===== config.mk =====
export PLATFORM = sky130hd
export DESIGN_NAME = fixed_capacity_key_value_table_core
export DESIGN_NICKNAME = d
export VERILOG_FILES = /design/src/rtl/kvt_pkg.sv /design/src/rtl/kvt_ram.sv /design/src/rtl/kvt_match.sv /design/src/rtl/fixed_capacity_key_value_table_core.sv
export SDC_FILE = /design/constraint.sdc
export NUM_CORES = 1
export LEC_CHECK = 0
export ABC_AREA = 1
export BUFFER_PORTS_ARGS = -buffer_cell sky130_fd_sc_hd__buf_2
export CELL_PAD_IN_SITES_DETAIL_PLACEMENT = 0
export CELL_PAD_IN_SITES_GLOBAL_PLACEMENT = 2
export CORE_MARGIN = 2
export CORE_UTILIZATION = 30
export DETAILED_ROUTE_END_ITERATION = 7
export PLACE_DENSITY = 0.59
export SYNTH_ARGS = -nofsm -noshare
export SYNTH_HDL_FRONTEND = slang
export SYNTH_HIERARCHICAL = 1
export SYNTH_SLANG_ARGS = --single-unit

===== constraint.sdc =====
create_clock -name clock -period 4.5 [get_ports clock]
set_input_delay 0.675 -clock clock [delete_from_list [all_inputs] [get_ports clock]]
set_output_delay 0.675 -clock clock [all_outputs]
set_load 0.01 [all_outputs]

===== src/rtl/kvt_pkg.sv =====
// Shared types and codes for the key/value table.
package kvt_pkg;

   typedef enum logic [1:0] {
      OP_READ   = 2'd0,
      OP_WRITE  = 2'd1,
      OP_DELETE = 2'd2
   } opcode_type;

   typedef enum logic [1:0] {
      STATUS_OK        = 2'd0,
      STATUS_NOT_FOUND = 2'd1,
      STATUS_FULL      = 2'd2
   } status_type;

   typedef struct packed {
      logic [1:0]  opcode;
      logic [31:0] lookup_key;
      logic [31:0] write_value;
   } req_type;

   typedef struct packed {
      logic [1:0]  status;
      logic [31:0] read_value;
      logic [3:0]  slot_index;
   } rsp_type;

   typedef struct packed {
      logic hit;
      logic free;
   } match_flags_type;

endpackage


===== src/rtl/kvt_ram.sv =====
// Single write port, single registered read port memory.
module kvt_ram #(
   parameter int DEPTH     = 16,
   parameter int WIDTH     = 32,
   parameter int ADDR_BITS = (DEPTH > 1) ? $clog2(DEPTH) : 1
) (
   input  logic                 clock,
   input  logic                 wr_en,
   input  logic [ADDR_BITS-1:0] wr_addr,
   input  logic [WIDTH-1:0]     wr_data,
   input  logic [ADDR_BITS-1:0] rd_addr,
   output logic [WIDTH-1:0]     rd_data
);

   logic [WIDTH-1:0] mem [DEPTH];

   always_ff @(posedge clock) begin
      if (wr_en) begin
         mem[wr_addr] <= wr_data;
      end
      rd_data <= mem[rd_addr];
   end

endmodule


===== src/rtl/kvt_match.sv =====
// Shared key comparator: tracks first matching slot and first free slot over a scan.
module kvt_match #(
   parameter int KEY_BITS   = 32,
   parameter int VALUE_BITS = 32,
   parameter int IDX_BITS   = 4
) (
   input  logic                           clock,
   input  logic                           reset,
   input  logic                           clear,
   input  logic                           sample,
   input  logic [IDX_BITS-1:0]            sample_idx,
   input  logic [KEY_BITS:0]              tag_data,
   input  logic [VALUE_BITS-1:0]          value_data,
   input  logic [KEY_BITS-1:0]            lookup_key,
   output kvt_pkg::match_flags_type       flags,
   output logic [IDX_BITS-1:0]            hit_idx,
   output logic [VALUE_BITS-1:0]          hit_value,
   output logic [IDX_BITS-1:0]            free_idx
);

   logic                  hit_ff, hit_in;
   logic                  free_ff, free_in;
   logic [IDX_BITS-1:0]   hit_idx_ff, hit_idx_in;
   logic [VALUE_BITS-1:0] hit_value_ff, hit_value_in;
   logic [IDX_BITS-1:0]   free_idx_ff, free_idx_in;
   logic                  slot_valid;
   logic                  key_equal;

   assign slot_valid = tag_data[KEY_BITS];
   assign key_equal  = (tag_data[KEY_BITS-1:0] == lookup_key);

   always_comb begin
      hit_in       = hit_ff;
      free_in      = free_ff;
      hit_idx_in   = hit_idx_ff;
      hit_value_in = hit_value_ff;
      free_idx_in  = free_idx_ff;
      if (clear) begin
         hit_in  = 1'b0;
         free_in = 1'b0;
      end else if (sample) begin
         if (!hit_ff && slot_valid && key_equal) begin
            hit_in       = 1'b1;
            hit_idx_in   = sample_idx;
            hit_value_in = value_data;
         end
         if (!free_ff && !slot_valid) begin
            free_in     = 1'b1;
            free_idx_in = sample_idx;
         end
      end
   end

   always_ff @(posedge clock) begin
      hit_idx_ff   <= hit_idx_in;
      hit_value_ff <= hit_value_in;
      free_idx_ff  <= free_idx_in;
      if (reset) begin
         hit_ff  <= 1'b0;
         free_ff <= 1'b0;
      end else begin
         hit_ff  <= hit_in;
         free_ff <= free_in;
      end
   end

   assign flags.hit  = hit_ff;
   assign flags.free = free_ff;
   assign hit_idx    = hit_idx_ff;
   assign hit_value  = hit_value_ff;
   assign free_idx   = free_idx_ff;

endmodule


===== src/rtl/fixed_capacity_key_value_table_core.sv =====
// Top level of the fixed-capacity key/value table: sequencer, tag/value memories, comparator.
// A request is taken when start is high and busy is low. Each request then passes through the
// scan, drain and update states before the next accept: in the scan the single comparator examines
// one slot per cycle through the tag memory read port, the drain state empties the read pipeline,
// the update state performs the table update, and the result beat is on rsp_item for exactly
// one cycle with rsp_valid high; busy is already low in that cycle, so the next start may be
// taken then. The receiver cannot hold results off. After reset the block runs a clearing pass
// over every slot of the tag memory with busy high before the first request is taken.
module fixed_capacity_key_value_table_core #(
   parameter int TABLE_ENTRIES = 16,
   parameter int KEY_BITS      = 32,
   parameter int VALUE_BITS    = 32
) (
   input  logic             clock,
   input  logic             reset,
   input  logic             start,
   output logic             busy,
   input  kvt_pkg::req_type req_item,
   output logic             rsp_valid,
   output kvt_pkg::rsp_type rsp_item
);

   localparam int IDX_BITS = (TABLE_ENTRIES > 1) ? $clog2(TABLE_ENTRIES) : 1;
   localparam logic [IDX_BITS-1:0] LAST_IDX = IDX_BITS'(TABLE_ENTRIES - 1);

   typedef enum logic [2:0] {
      ST_CLEAR,
      ST_IDLE,
      ST_SCAN,
      ST_DRAIN,
      ST_UPDATE
   } state_type;

   state_type             state_ff, state_in;
   logic [IDX_BITS-1:0]   addr_ff, addr_in;
   logic                  sample_ff, sample_in;
   logic [IDX_BITS-1:0]   sample_idx_ff, sample_idx_in;
   logic [1:0]            op_ff, op_in;
   logic [KEY_BITS-1:0]   key_ff, key_in;
   logic [VALUE_BITS-1:0] value_ff, value_in;
   logic                  rsp_valid_ff, rsp_valid_in;
   kvt_pkg::rsp_type      rsp_ff, rsp_in;

   logic [KEY_BITS+31:0]   key_wide;
   logic [VALUE_BITS+31:0] value_wide;
   logic [VALUE_BITS+31:0] read_wide;
   logic [IDX_BITS+3:0]    idx_wide;

   logic                  tag_we;
   logic                  value_we;
   logic [IDX_BITS-1:0]   wr_addr;
   logic [KEY_BITS:0]     tag_wdata;
   logic [KEY_BITS:0]     tag_rdata;
   logic [VALUE_BITS-1:0] value_rdata;

   kvt_pkg::match_flags_type flags;
   logic [IDX_BITS-1:0]      hit_idx;
   logic [VALUE_BITS-1:0]    hit_value;
   logic [IDX_BITS-1:0]      free_idx;
   logic                     accept;

   logic                  upd_tag_we;
   logic                  upd_value_we;
   logic [IDX_BITS-1:0]   upd_addr;
   logic                  upd_valid;
   logic [1:0]            upd_status;
   logic [IDX_BITS-1:0]   upd_idx;
   logic [VALUE_BITS-1:0] upd_rvalue;

   assign accept     = start && (state_ff == ST_IDLE);
   assign key_wide   = {{KEY_BITS{1'b0}}, req_item.lookup_key};
   assign value_wide = {{VALUE_BITS{1'b0}}, req_item.write_value};

   kvt_ram #(
      .DEPTH     (TABLE_ENTRIES),
      .WIDTH     (KEY_BITS + 1),
      .ADDR_BITS (IDX_BITS)
   ) u_tag_ram (
      .clock   (clock),
      .wr_en   (tag_we),
      .wr_addr (wr_addr),
      .wr_data (tag_wdata),
      .rd_addr (addr_ff),
      .rd_data (tag_rdata)
   );

   kvt_ram #(
      .DEPTH     (TABLE_ENTRIES),
      .WIDTH     (VALUE_BITS),
      .ADDR_BITS (IDX_BITS)
   ) u_value_ram (
      .clock   (clock),
      .wr_en   (value_we),
      .wr_addr (wr_addr),
      .wr_data (value_ff),
      .rd_addr (addr_ff),
      .rd_data (value_rdata)
   );

   kvt_match #(
      .KEY_BITS   (KEY_BITS),
      .VALUE_BITS (VALUE_BITS),
      .IDX_BITS   (IDX_BITS)
   ) u_match (
      .clock      (clock),
      .reset      (reset),
      .clear      (accept),
      .sample     (sample_ff),
      .sample_idx (sample_idx_ff),
      .tag_data   (tag_rdata),
      .value_data (value_rdata),
      .lookup_key (key_ff),
      .flags      (flags),
      .hit_idx    (hit_idx),
      .hit_value  (hit_value),
      .free_idx   (free_idx)
   );

   // table update and result for the finished scan
   always_comb begin
      upd_tag_we   = 1'b0;
      upd_value_we = 1'b0;
      upd_addr     = hit_idx;
      upd_valid    = 1'b0;
      upd_status   = kvt_pkg::STATUS_NOT_FOUND;
      upd_idx      = '0;
      upd_rvalue   = '0;
      case (op_ff)
         kvt_pkg::OP_READ: begin
            if (flags.hit) begin
               upd_status = kvt_pkg::STATUS_OK;
               upd_idx    = hit_idx;
               upd_rvalue = hit_value;
            end
         end
         kvt_pkg::OP_WRITE: begin
            if (flags.hit) begin
               upd_value_we = 1'b1;
               upd_status   = kvt_pkg::STATUS_OK;
               upd_idx      = hit_idx;
            end else if (flags.free) begin
               upd_tag_we   = 1'b1;
               upd_value_we = 1'b1;
               upd_valid    = 1'b1;
               upd_addr     = free_idx;
               upd_status   = kvt_pkg::STATUS_OK;
               upd_idx      = free_idx;
            end else begin
               upd_status = kvt_pkg::STATUS_FULL;
            end
         end
         kvt_pkg::OP_DELETE: begin
            if (flags.hit) begin
               upd_tag_we = 1'b1;
               upd_status = kvt_pkg::STATUS_OK;
               upd_idx    = hit_idx;
            end
         end
         default: begin
            upd_status = kvt_pkg::STATUS_NOT_FOUND;
         end
      endcase
   end

   assign read_wide = {32'd0, upd_rvalue};
   assign idx_wide  = {4'd0, upd_idx};

   always_comb begin
      tag_we    = 1'b0;
      value_we  = 1'b0;
      wr_addr   = upd_addr;
      tag_wdata = {upd_valid, key_ff};
      case (state_ff)
         ST_CLEAR: begin
            tag_we    = 1'b1;
            wr_addr   = addr_ff;
            tag_wdata = '0;
         end
         ST_UPDATE: begin
            tag_we   = upd_tag_we;
            value_we = upd_value_we;
         end
         default: begin
            tag_we = 1'b0;
         end
      endcase
   end

   always_comb begin
      state_in      = state_ff;
      addr_in       = addr_ff;
      sample_in     = (state_ff == ST_SCAN);
      sample_idx_in = addr_ff;
      op_in         = op_ff;
      key_in        = key_ff;
      value_in      = value_ff;
      rsp_valid_in  = 1'b0;
      rsp_in        = rsp_ff;
      case (state_ff)
         ST_CLEAR: begin
            addr_in = addr_ff + 1'b1;
            if (addr_ff == LAST_IDX) begin
               addr_in  = '0;
               state_in = ST_IDLE;
            end
         end
         ST_IDLE: begin
            if (start) begin
               op_in    = req_item.opcode;
               key_in   = key_wide[KEY_BITS-1:0];
               value_in = value_wide[VALUE_BITS-1:0];
               addr_in  = '0;
               state_in = ST_SCAN;
            end
         end
         ST_SCAN: begin
            addr_in = addr_ff + 1'b1;
            if (addr_ff == LAST_IDX) begin
               addr_in  = '0;
               state_in = ST_DRAIN;
            end
         end
         ST_DRAIN: begin
            state_in = ST_UPDATE;
         end
         ST_UPDATE: begin
            rsp_valid_in          = 1'b1;
            rsp_in.status         = upd_status;
            rsp_in.read_value     = read_wide[31:0];
            rsp_in.slot_index     = idx_wide[3:0];
            state_in              = ST_IDLE;
         end
         default: begin
            state_in = ST_IDLE;
         end
      endcase
   end

   always_ff @(posedge clock) begin
      sample_idx_ff <= sample_idx_in;
      op_ff         <= op_in;
      key_ff        <= key_in;
      value_ff      <= value_in;
      rsp_ff        <= rsp_in;
      if (reset) begin
         state_ff     <= ST_CLEAR;
         addr_ff      <= '0;
         sample_ff    <= 1'b0;
         rsp_valid_ff <= 1'b0;
      end else begin
         state_ff     <= state_in;
         addr_ff      <= addr_in;
         sample_ff    <= sample_in;
         rsp_valid_ff <= rsp_valid_in;
      end
   end

   assign busy      = (state_ff != ST_IDLE);
   assign rsp_valid = rsp_valid_ff;
   assign rsp_item  = rsp_ff;

   a_beat_single: assert property (@(posedge clock) disable iff (reset)
      rsp_valid |=> !rsp_valid)
      else $error("result beat longer than one cycle");

   a_beat_after_update: assert property (@(posedge clock) disable iff (reset)
      rsp_valid |-> $past(state_ff == ST_UPDATE))
      else $error("result beat without update");

   a_accept_busy: assert property (@(posedge clock) disable iff (reset)
      (start && !busy) |=> (busy && !rsp_valid))
      else $error("accepted request did not start a scan");

   a_fail_zeroed: assert property (@(posedge clock) disable iff (reset)
      (rsp_valid && (rsp_item.status != kvt_pkg::STATUS_OK))
         |-> (rsp_item.slot_index == 4'd0 && rsp_item.read_value == 32'd0))
      else $error("failed request carries nonzero payload");

endmodule

# Yosys cells after proc, flatten, opt, wreduce, memory -nomap -nowiden
# Memory sizes are Yosys's and may differ from the RTL's. A register that Yosys moved wholly into a read port is not among the register bits.
# Cells that the tools add are included.
# W data, S select, Z words.
[classes]
addsub = 1
n_eq_ne = 12
n_mux = 34
bitwise = 1
n_reduce_logical = 21
[ops]
columns = ["operator", "count"]
rows = [
  ["$mux W4", 9],
  ["$mux W33", 1],
  ["$eq A32 B32 Y1", 1],
  ["$pmux W4 S2", 2],
  ["$mux W1", 13],
  ["$pmux W3 S4", 1],
  ["$reduce_and A2 Y1", 5],
  ["$mux W3", 3],
  ["$reduce_and A3 Y1", 3],
  ["$eq A3 B2 Y1 const B", 2],
  ["$reduce_or A2 Y1", 3],
  ["$add A4 B1 Y4 const B", 1],
  ["$eq A4 B4 Y1 const B", 1],
  ["$logic_and A1 B1 Y1", 4],
  ["$mux W2", 2],
  ["$ne A2 B2 Y1 const B", 2],
  ["$pmux W1 S2", 2],
  ["$pmux W2 S2", 1],
  ["$eq A3 B1 Y1 const B", 1],
  ["$eq A3 B3 Y1 const B", 1],
  ["$logic_not A1 Y1", 3],
  ["$logic_not A3 Y1", 1],
  ["$ne A3 B1 Y1 const B", 1],
  ["$eq A2 B1 Y1 const B", 1],
  ["other kinds (5)", 5],
]
[word_totals]
regBits = 159
ramBits = 1040
inputBits = 69
output_inout_bits = 40
mem_count = 2
[memory_table]
columns = ["name", "words", "word_bits", "read_ports", "rd_clocked_by_memory_dff", "write_ports", "line", "rtl"]
rows = [
  ["u_tag_ram.mem", 16, 33, 1, 1, 1, "kvt_ram.sv:15", "logic [WIDTH-1:0] mem [DEPTH];"],
  ["u_value_ram.mem", 16, 32, 1, 1, 1, "kvt_ram.sv:15", ""],
]

# Logic depth before layout (Yosys ltp)
# Gate-level depths: netlist (run 1).
[depth]
word_depth = 6
ltp_mapped = 12
depth_no_buf = 11

# Hierarchy
# Netlist (run 1), hierarchy kept.
[by_module_without_submodules]
columns = ["module", "instances", "cells_per_inst", "area_each_um2"]
rows = [
  ["kvt_ram at u_tag_ram", 1, 2185, 23241.0],
  ["kvt_ram at u_value_ram", 1, 2120, 22730.6],
  ["fixed_capacity_key_value_table_core", 1, 358, 4441.8],
  ["kvt_match", 1, 190, 1885.6],
]

# Least setup slack after synthesis (run 1)
# OpenSTA, ideal clock, no wires.
[synth_timing]
path_kind = "input -> register"
startpoint = "input port start"
endpoint = "register u_match.hit_idx_ff[0] (netlist: u_match/hit_idx[0]) (enable)"
arrival_ns = 3.405
required_time_ns = 4.071
path_slack_ns = 0.666
path_stages = 3
path_buffers = 0
path_cell_list = "nand3_2 -> inv_1 -> nor2_1"
[synth_between]
elab_chain_len = 3
[synth_lines]
columns = ["item", "line", "rtl"]
rows = [
  ["start, declared", "fixed_capacity_key_value_table_core.sv:16", "input logic start,"],
  ["$logic_and A1 B1 Y1", "fixed_capacity_key_value_table_core.sv:70", "assign accept = start && (state_ff == ST_IDLE);"],
  ["named net accept", "fixed_capacity_key_value_table_core.sv:60", "logic accept;"],
  ["$not A1 Y1 (no line)", "--", ""],
  ["$reduce_and A3 Y1 (no line)", "--", ""],
  ["end signal, assigned", "kvt_match.sv:55", "hit_idx_ff <= hit_idx_in;"],
  ["end, declared", "kvt_match.sv:23", "logic [IDX_BITS-1:0] hit_idx_ff, hit_idx_in;"],
]
# The timed path passes the listed nets, and every way through them passes these cells.
# A chain may end at the register's enable or synchronous reset.

# Worst setup path after layout (run 1)
[layout_timing]
startpoint = "register op_ff[1]"
endpoint = "memory u_tag_ram/mem[8][12] in the netlist's numbering (enable)"
[layout_between]
elab_cells_between_ends = 8
cone_classes = "2 x eq/ne; 6 x mux"
[layout_rtl]
columns = ["item", "line", "rtl"]
rows = [
  ["start, declared", "fixed_capacity_key_value_table_core.sv:38", "logic [1:0] op_ff, op_in;"],
  ["start signal, assigned", "fixed_capacity_key_value_table_core.sv:241", "op_ff <= op_in;"],
  ["$eq A2 B1 Y1", "fixed_capacity_key_value_table_core.sv:128", "case (op_ff)"],
  ["$mux W4", "fixed_capacity_key_value_table_core.sv:128", ""],
  ["$mux W4", "fixed_capacity_key_value_table_core.sv:173", "case (state_ff)"],
  ["named net wr_addr[3]", "fixed_capacity_key_value_table_core.sv:51", "logic [IDX_BITS-1:0] wr_addr;"],
  ["end, declared", "kvt_ram.sv:15", ""],
]
# The timed path passes the listed nets, and every way through them passes these cells.

==> results.toml, run 1 <==
[pwr]
leakagePower_nw = 25.12
p_per_area_nw_per_um2 = 442.7
vdd_drop_max_v = 0.0003964

[clocking]
cts_buffer_depth = 3
clock_sinks = 1264
numCtsBuffers = 149
cts_tree = "built"
cts.repair.resized = 0
ctsHoldBuffers = 0
cts-root-buf = "clkbuf_16"
postCtsSetupBuffers = 0
clk_pin_slew_ns = 0.06
h-tree-depth = 4
clock_latency_ns = 0.77

[yosys]
synth-seq-cells = 1264
synth_cell_types = 32
synth_cells = 4853
ys_warn_count = 6
syn_area_um2 = 52300
synth_nets = 4928
ys_seq_area_frac = 0.7104
avgSynthCellArea_um2 = 10.78

[routing]
drc_errors = 0
drtPass1Iterations = 5
wl_per_cell_um = 20.07
first_iter_violations = 1901
via_per_inst = 4.325
totalWireLength_um = 149100
antenna_left = 0
num_vias = 32130

[sta]
hold_violations = 0
fmax_mhz = 291.8
rsz0062_at_grt = "false"
fin_crit_sh = 0.7614
setup_tns_ns = 0
worstMarginPinSlew_ns = 1.174
fin_ws_ns = 1.074
relSlewSlack = 0.2144
clock_skew_ns = 0.02811
drv_slew = 0
period_minus_slack_ns = 3.426
finalSetupViolations = 0

[worst_setup_path]
crit_type = "register to register"
path_max_fanout = 23
path_cells = "inv_1 -> ha_1 -> nand3_2 -> inv_1 -> nand2_1 -> nand2_1 -> nand2_1 -> o21ai_1 -> nand3b_1 -> nor2_4 -> buf_12"
slowest_stage = "nor2_4"
cp.required_ns = 4.93
path_common_cell = "nand2_1"
cpPeakStageDelay_ns = 0.63
cp-start-kind = "register"
crit_path_end_kind = "register"
crit_arrival_ns = 3.86

[layout]
final_common_cell = "nand2_1"
num-nets-final = 5053
stdcell_count = 7428
diodes = 0
final_cell_mix = "nand2_1 (1480), edfxtp_1 (1184), inv_1 (901)"
drive_gt1_frac = 0.09289
post-route-util = 0.3482
syn2layout_area_growth_pct = 15.62

[flow_run]
max_cap_viol_count = 0

[floorplanning]
dieArea_um2 = 177700
ioPinCount = 109
core_area_um2 = 173600
num_rows = 153
initial_core_util = 0.3012
die_h_um = 421.5
die_w_um = 421.5

[placement]
hpwl_um = 81150
dp_slack_ns = 1.115
gp_congestion = 0.7208
io_buffers = 108
placed_cells = 7152

[global_routing]
grt_pass1_vias = 32140
antenna_found_initial = 2
grt_max_degree = 141
grt-ovfl-total = 0
grt_use_total = 0.1670
grt_pass1_wl_um = 219700

[hold_path]
hp-class = "input pin to register"

[status]
status = "completed"
## cell usage after synthesis
| master | number | area [um^2] |
|---|---|---|
| clkbuf_1 | 25 | 93.84 |
| inv_4 | 2 | 12.51 |
| nand2_1 | 1481 | 5559 |
| o21ai_0 | 6 | 30.03 |
| nor2_8 | 1 | 20.02 |
| nand3b_1 | 5 | 37.54 |
| o221ai_1 | 1 | 8.760 |
| inv_2 | 4 | 15.01 |
| dfxtp_1 | 80 | 1602 |
| xnor2_1 | 11 | 96.34 |
| or2_2 | 3 | 18.77 |
| ha_1 | 6 | 75.07 |
| edfxtp_1 | 1184 | 35550 |
| buf_4 | 20 | 150.1 |
| buf_1 | 29 | 108.9 |
| nor4_1 | 1 | 6.260 |
| buf_6 | 29 | 326.6 |
| xor2_1 | 1 | 8.760 |
| buf_12 | 1 | 20.02 |
| nor2_2 | 1 | 6.260 |
| clkbuf_2 | 1 | 5.000 |
| nor2_1 | 124 | 465.5 |
| nand3_1 | 792 | 3964 |
| a21oi_1 | 12 | 60.06 |
| nor3_1 | 1 | 5.000 |
| nor2_4 | 1 | 11.26 |
| buf_2 | 117 | 585.6 |
| nand4_1 | 2 | 12.51 |
| nand3_2 | 2 | 20.02 |
| o21ai_1 | 2 | 10.01 |
| o22ai_1 | 1 | 6.260 |
| inv_1 | 907 | 3405 |
## power breakdown
part	leakage, nW	switching (mW)	internal [mW]
clock	2.38	4.93	7.09
sequential	11.6	0.104	12.9
combinational	11.1	1.21	0.490
## cell families after synthesis
logic type / count (synthesis) / share of synthesized area
AOI/OAI and AO/OA: 22 / 0.002201
xor gates and xnor gates: 12 / 0.002010
adders and majority gates: 6 / 0.001435
buffers and inverters: 1135 / 0.09029
DFF: 1264 / 0.7104
and+or+nand+nor: 2414 / 0.1936
## stage by stage
stage                     hold WS (ns)  total power, mW  cell area, um^2
final                          0.08239            26.77            60470
after detailed placement        0.3904            15.07            55610
after global placement          0.3867            15.08            55610
after global routing           0.02878            27.81            60470
after floorplan                 0.3855            14.42            52300
after CTS                      0.01470            27.21            60470
## routing by layer
metal / wire [um] / up-vias / GRT usage
li1: - / 15910 / -
met1: 65810 / 15550 / 0.2128
met2: 75030 / 480 / 0.2947
met3: 4758 / 189 / 0.02461
met4: 3484 / 0 / 0.04528
met5: 0 / - / 0
## worst paths after layout
check / cells past startpoint / end / start / slack (ns)
setup / recovery: 11 / u_tag_ram/mem[8][12]$_DFFE_PP_ / op_ff[1]$_DFFE_PP_ / 1.07
hold / removal: 1 / value_ff[13]$_DFFE_PP_ / req_item[13] / 0.08
setup reg to reg: 11 / u_tag_ram/mem[8][12]$_DFFE_PP_ / op_ff[1]$_DFFE_PP_ / 1.07
hold reg to reg: 0 / u_match/hit_value[2]$_DFFE_PP_ / u_value_ram/rd_data[2]$_DFF_P_ / 0.40
## critical path, delay by kind of cell (launching register included)
| kind | cells | cell delay, ns |
|---|---|---|
| simple gates | 6 | 1.45 |
| flops | 1 | 0.44 |
| compound gates | 1 | 0.32 |
| fa+ha+maj | 1 | 0.21 |
| buf+inv | 3 | 0.61 |
## cell type report
| type | count | area (um^2) |
|---|---|---|
| Clock inverter | 62 | 579.3 |
| Tap cell | 2325 | 2909 |
| Multi-Input combinational cell | 2454 | 10670 |
| Fill cell | 17430 | 113200 |
| Sequential cell | 1264 | 37170 |
| Clock buffer | 214 | 4279 |
| Inverter | 913 | 3455 |
| Timing Repair Buffer | 196 | 1401 |
## registers in the layout, summed over array words and instances, names as in the netlist
name and cells:
key_ff 32, u_match/hit_idx 4, u_value_ram/rd_data 32, sample_idx_ff 4, rsp_item 38, u_match/hit_ff 1
value_ff 32, addr_ff 4, u_value_ram/mem 512, u_match/free_idx 4, sample_ff 1, op_ff 2
rsp_valid 1, u_match/hit_value 32, u_tag_ram/rd_data 33, u_tag_ram/mem 528, u_match/free_ff 1, state_ff 3
Note: power is estimated with default switching activity, not from simulation.
==> run 2, diff against run 1 <==
Settings changed: PLACE_DENSITY 0.59 to 0.61.
Clock period 4.5 ns to 3 ns, I/O delays scaled along.
==> run 2 against run 1 <==
  * Sequential power rose by 49%
  * Utilization rose by 0.98 points
  * Wire length rose by 0.64%
  * Largest cell class unchanged
==> results.toml, run 2 (same netlist as run 1, synthesis figures left out) <==
[status]
status = "completed"

[worst_setup_path]
r2r_cells = 11
slowest_stage = "edfxtp_1"
path_cells = "inv_1 -> ha_1 -> nand3_2 -> inv_1 -> nand2_1 -> nand2_1 -> nand2_1 -> nand2_1 -> nand2_1 -> nor2_4 -> buf_12"
timing.rr.end = "u_tag_ram/mem[6][28]$_DFFE_PP_"
crit_start = "op_ff[1]$_DFFE_PP_"
cpPeakStageDelay_ns = 0.44
rrSetupSlack_ns = 0.24
cp.required_ns = 3.45
path_common_cell = "nand2_1"
reg2reg_from = "op_ff[1]$_DFFE_PP_"
crit_type = "register to register"
critPathTopFamily = "simple AND/OR/NAND/NOR gates"
crit_path_end_kind = "register"
path_depth = 11
path_max_fanout = 25
crit_path_end = "u_tag_ram/mem[6][28]$_DFFE_PP_"
cp-start-kind = "register"
crit_arrival_ns = 3.22
timing.critical_path.buf_inv = 3

[layout]
regMostFlops = "u_tag_ram/mem"
num-nets-final = 5202
syn2layout_area_growth_pct = 18.87
final_common_cell = "nand2_1"
largest_reg_flops = 528
diodes = 0
post-route-util = 0.3580
fillers = 17310
final_cell_mix = "nand2_1 (1480), edfxtp_1 (1184), inv_1 (901)"
drive_gt1_frac = 0.1037

[pwr]
p_per_area_nw_per_um2 = 641.4
leakagePower_nw = 25.88
vdd_drop_max_v = 0.0005914

[hold_path]
hp-class = "input pin to register"

[sta]
fmax_mhz = 362.1
relSlewSlack = 0.4304
drv_slew = 0
hold_violations = 0
setup_tns_ns = 0
rsz0062_at_grt = "true"
clock_skew_ns = 0.02922
worstMarginPinSlew_ns = 0.8545
period_minus_slack_ns = 2.761
fin_crit_sh = 0.9205
finalSetupViolations = 0
hold_ws_ns = 0.3629
fin_ws_ns = 0.2386

[floorplanning]
die_h_um = 421.5
initial_core_util = 0.3012
die_w_um = 421.5
num_rows = 153
core_area_um2 = 173600
dieArea_um2 = 177700
ioPinCount = 109

[routing]
drc_errors = 0
totalWireLength_um = 150000
num_vias = 32910
first_iter_violations = 2158
antenna_left = 0
via_per_inst = 4.346
drtPass1Iterations = 5
wl_per_cell_um = 19.81

[global_routing]
antenna_found_initial = 3
grt_use_total = 0.1682
grt_pass1_wl_um = 221800
grt-ovfl-total = 0
grt_pass1_vias = 32600
grt_max_degree = 106

[flow_run]
max_cap_viol_count = 0

[clocking]
clk_pin_slew_ns = 0.06
numCtsBuffers = 147
cts_buffer_depth = 3
h-tree-depth = 4
clock_latency_ns = 0.79
clock_sinks = 1264
cts_tree = "built"
cts-root-buf = "clkbuf_16"

[placement]
io_buffers = 108
hpwl_um = 85640
gp_congestion = 0.7508
dp_slack_ns = 0.1098
==> run 2: cell count changes in the layout (fill, tap and decap cells not counted), moves of 3 or more <==
cell and change:
buf_12 +45, buf_4 +38, clkbuf_1 +8, clkbuf_16 -4, clkbuf_8 -8, dlygate4sd3_1 +68
inv_6 -3
==> run 2: repair_timing <==
item,4_1_cts,5_1_grt
gates resized for setup,0,2
endpoints found under the setup margin,0,664
endpoints found under the hold margin,73,0
hold buffers,68,0
buffers inserted,0,2
==> run 2: cell type report <==
| cell class | instances | area (um^2) | area share |
|---|---|---|---|
| tap | 2325 | 2909 | 0.04679 |
| timing repair buffer | 347 | 3268 | 0.05257 |
| clock buffer | 210 | 4099 | 0.06594 |
| multi-input combinational | 2454 | 10680 | 0.1718 |
| inverter | 913 | 3456 | 0.05559 |
| clock inverter | 60 | 584.3 | 0.009399 |
| sequential | 1264 | 37170 | 0.5979 |
==> run 2: per-stage QoR <==
| step | cells | cell area, um^2 | power, mW |
|---|---|---|---|
| floorplan | 4853 | 52450 | 21.64 |
| global placement | 7233 | 56780 | 22.73 |
| detailed placement | 7233 | 56780 | 22.73 |
| CTS | 7571 | 62140 | 40.53 |
| global route | 7573 | 62170 | 41.48 |
| finish | 7573 | 62170 | 39.87 |
==> run 2: worst register-to-register path: stages, from the launching register on <==
cell and delay, ns:
edfxtp_1 0.44, inv_1 0.13, ha_1 0.21, nand3_2 0.16, inv_1 0.16, nand2_1 0.09, nand2_1 0.07, nand2_1 0.05
nand2_1 0.27, nand2_1 0.34, nor2_4 0.23, buf_12 0.27
==> run 2: worst min path at each step <==
stage,start,slack (ns),endpoint,depth (start not counted)
5_1_grt,req_item[9],0.32,value_ff[9]$_DFFE_PP_,2
6_report,req_item[5],0.36,value_ff[5]$_DFFE_PP_,2
2_1_floorplan,u_value_ram/rd_data[0]$_DFF_P_,0.39,u_match/hit_value[0]$_DFFE_PP_,0
3_5_place_dp,u_value_ram/rd_data[27]$_DFF_P_,0.39,u_match/hit_value[27]$_DFFE_PP_,0
3_3_place_gp,u_value_ram/rd_data[13]$_DFF_P_,0.39,u_match/hit_value[13]$_DFFE_PP_,0
4_1_cts,req_item[5],0.28,value_ff[5]$_DFFE_PP_,2
==> run 2: layer usage <==
metal | wire [um] | track usage | up-vias
met4 | 3344 | 0.04510 | 0
met1 | 67500 | 0.2203 | 16000
met5 | 0 | 0 | -
li1 | - | - | 16210
met3 | 4926 | 0.02411 | 179
met2 | 74260 | 0.2903 | 521
==> run 2: report_power, final <==
part | total, mW | switching (mW) | internal (mW) | leakage [nW]
Clock | 17.5 | 7.31 | 10.2 | 2.29
Sequential | 19.5 | 0.118 | 19.4 | 11.6
Combinational | 2.80 | 1.90 | 0.901 | 12.0
==> run 3, diff against run 2 <==
Settings changed: BUFFER_PORTS_ARGS -buffer_cell sky130_fd_sc_hd__buf_2 to not set, CORE_ASPECT_RATIO set to 1.5, DONT_BUFFER_PORTS set to 1, PLACE_DENSITY 0.61 to 0.6.
==> run 3 against run 2 <==
  * Power is 1.9% lower
  * Design area fell by 1.5%
  * Register-to-register slack got worse by 0.02 ns
  * Critical path type unchanged
  * Critical endpoint is now u_tag_ram/mem[0][7]$_DFFE_PP_
==> results.toml, run 3 (same netlist as run 1, synthesis figures left out) <==
[status]
status = "completed"

[clocking]
clock_latency_ns = 0.79
cts_buffer_depth = 3
numCtsBuffers = 134
cts-root-buf = "clkbuf_16"
clk_pin_slew_ns = 0.06
h-tree-depth = 4
cts_tree = "built"
clock_sinks = 1264

[routing]
totalWireLength_um = 159500
wl_per_cell_um = 21.62
antenna_left = 0
num_vias = 32730
drc_errors = 0
first_iter_violations = 2049
drtPass1Iterations = 5
via_per_inst = 4.437

[floorplanning]
num_rows = 187
die_w_um = 344.9
dieArea_um2 = 177800
initial_core_util = 0.3021
die_h_um = 515.4
ioPinCount = 109
core_area_um2 = 173100

[placement]
io_buffers = 0
gp_congestion = 0.8055
hpwl_um = 98920
dp_slack_ns = 0.07097
placed_cell_area_um2 = 56120

[sta]
worstMarginPinSlew_ns = 1.145
drv_slew = 0
clock_skew_ns = 0.02782
fin_crit_sh = 0.9267
finalSetupViolations = 0
fmax_mhz = 359.7
rsz0062_at_grt = "false"
hold_violations = 0
setup_tns_ns = 0
fin_ws_ns = 0.2200
hold_ws_ns = 0.2806
relSlewSlack = 0.2361
period_minus_slack_ns = 2.780

[worst_setup_path]
cp.required_ns = 3.48
crit_arrival_ns = 3.26
crit_path_end_kind = "register"
path_max_fanout = 17
crit_type = "register to register"
r2r_cells = 11
cp-start-kind = "register"

[layout]
syn2layout_area_growth_pct = 17.03
num-nets-final = 5068
design_area_um2 = 61210
fillers = 17280
final_cell_mix = "nand2_1 (1475), edfxtp_1 (1184), inv_1 (901)"
largest_reg_flops = 528
drive_gt1_frac = 0.08524
regMostFlops = "u_tag_ram/mem"
final_common_cell = "nand2_1"

[hold_path]
hp-class = "input pin to register"
min_path_cells = 1

[global_routing]
antenna_found_initial = 9
grt_use_total = 0.1805
grt_max_degree = 155
grt-ovfl-total = 0
grt_pass1_wl_um = 231500
grt_pass1_vias = 32910

[pwr]
power.internal_mw = 29.80
clockPowerShare = 0.426
vdd_drop_max_v = 0.0006254
combPwrFrac = 0.074
switching_share = 0.2381
p_total_mw = 39.12
pwr-share-seq = 0.500
p_sw_mw = 9.312
leakagePower_nw = 25.20
p_per_area_nw_per_um2 = 639.1

[flow_run]
max_cap_viol_count = 0
-- run 3: changes by cell type in the layout (fill, tap and decap cells not counted), sizes merged, moves of 2 or more --
cell / previous run / this run
clkinv: 46 / 44
diode: 0 / 6
bufinv: 8 / 11
clkinvlp: 3 / 5
buf: 279 / 158
clkbuf: 210 / 182
-- run 3: timing repair --
item / 4_1_cts / 5_1_grt
buffers inserted: 0 / 2
gates resized for setup: 0 / 7
endpoints found under the setup margin: 0 / 594
endpoints found under the hold margin: 77 / 0
hold buffers: 68 / 0
-- run 3: area by class of cell --
class	count	area, um^2	share of cell area
Antenna cell	6	15.01	0.0002453
Multi-Input combinational cell	2454	10750	0.1757
Inverter	913	3456	0.05646
Clock buffer	182	3613	0.05904
Timing Repair Buffer	226	2618	0.04277
Tap cell	2268	2838	0.04636
Sequential cell	1264	37170	0.6073
Clock inverter	64	743.2	0.01214
-- run 3: power by group through the flow --
stage	clock, mW	sequential (mW)	combinational, mW
6_report	16.7	19.5	2.91
5_1_grt	17.7	19.6	3.23
4_1_cts	17.1	19.5	3.01
3_5_place_dp	0	19.9	2.92
3_3_place_gp	0	19.9	2.95
2_1_floorplan	0	19.9	1.77
-- run 3: worst paths after layout --
path	endpoint	start	slack (ns)
worst max-delay path	u_tag_ram/mem[0][7]$_DFFE_PP_	op_ff[0]$_DFFE_PP_	0.22
worst min register to register	u_match/hit_value[4]$_DFFE_PP_	u_value_ram/rd_data[4]$_DFF_P_	0.40
worst min-delay path	value_ff[31]$_DFFE_PP_	req_item[31]	0.28
worst max register to register	u_tag_ram/mem[0][7]$_DFFE_PP_	op_ff[0]$_DFFE_PP_	0.22
-- run 3: per-stage QoR --
stage	util	std cells
after floorplan	-	4853
after global placement	0.3241	7055
after detailed placement	0.3241	7055
after CTS	0.3532	7369
after global routing	0.3535	7374
final	0.3535	7377
-- run 3: per-layer routing --
layer / share of wire / wire, um / vias up / track usage
li1: - / - / 15920 / -
met1: 0.40 / 63460 / 16090 / 0.2073
met2: 0.55 / 87150 / 522 / 0.3419
met3: 0.028 / 4497 / 196 / 0.02185
met4: 0.027 / 4356 / 2 / 0.05895
met5: 0.00010 / 16 / - / 0
-- run 3: worst max-delay path, cell delays in order, from the launching register on --
cell and delay, ns:
edfxtp_1 0.47, ha_1 0.28, nand3_2 0.15, inv_1 0.11, nand2_1 0.09, nand2_1 0.06
nand2_1 0.05, nand2_1 0.23, inv_1 0.17, nand2_1 0.25, nor2_4 0.38, buf_12 0.22
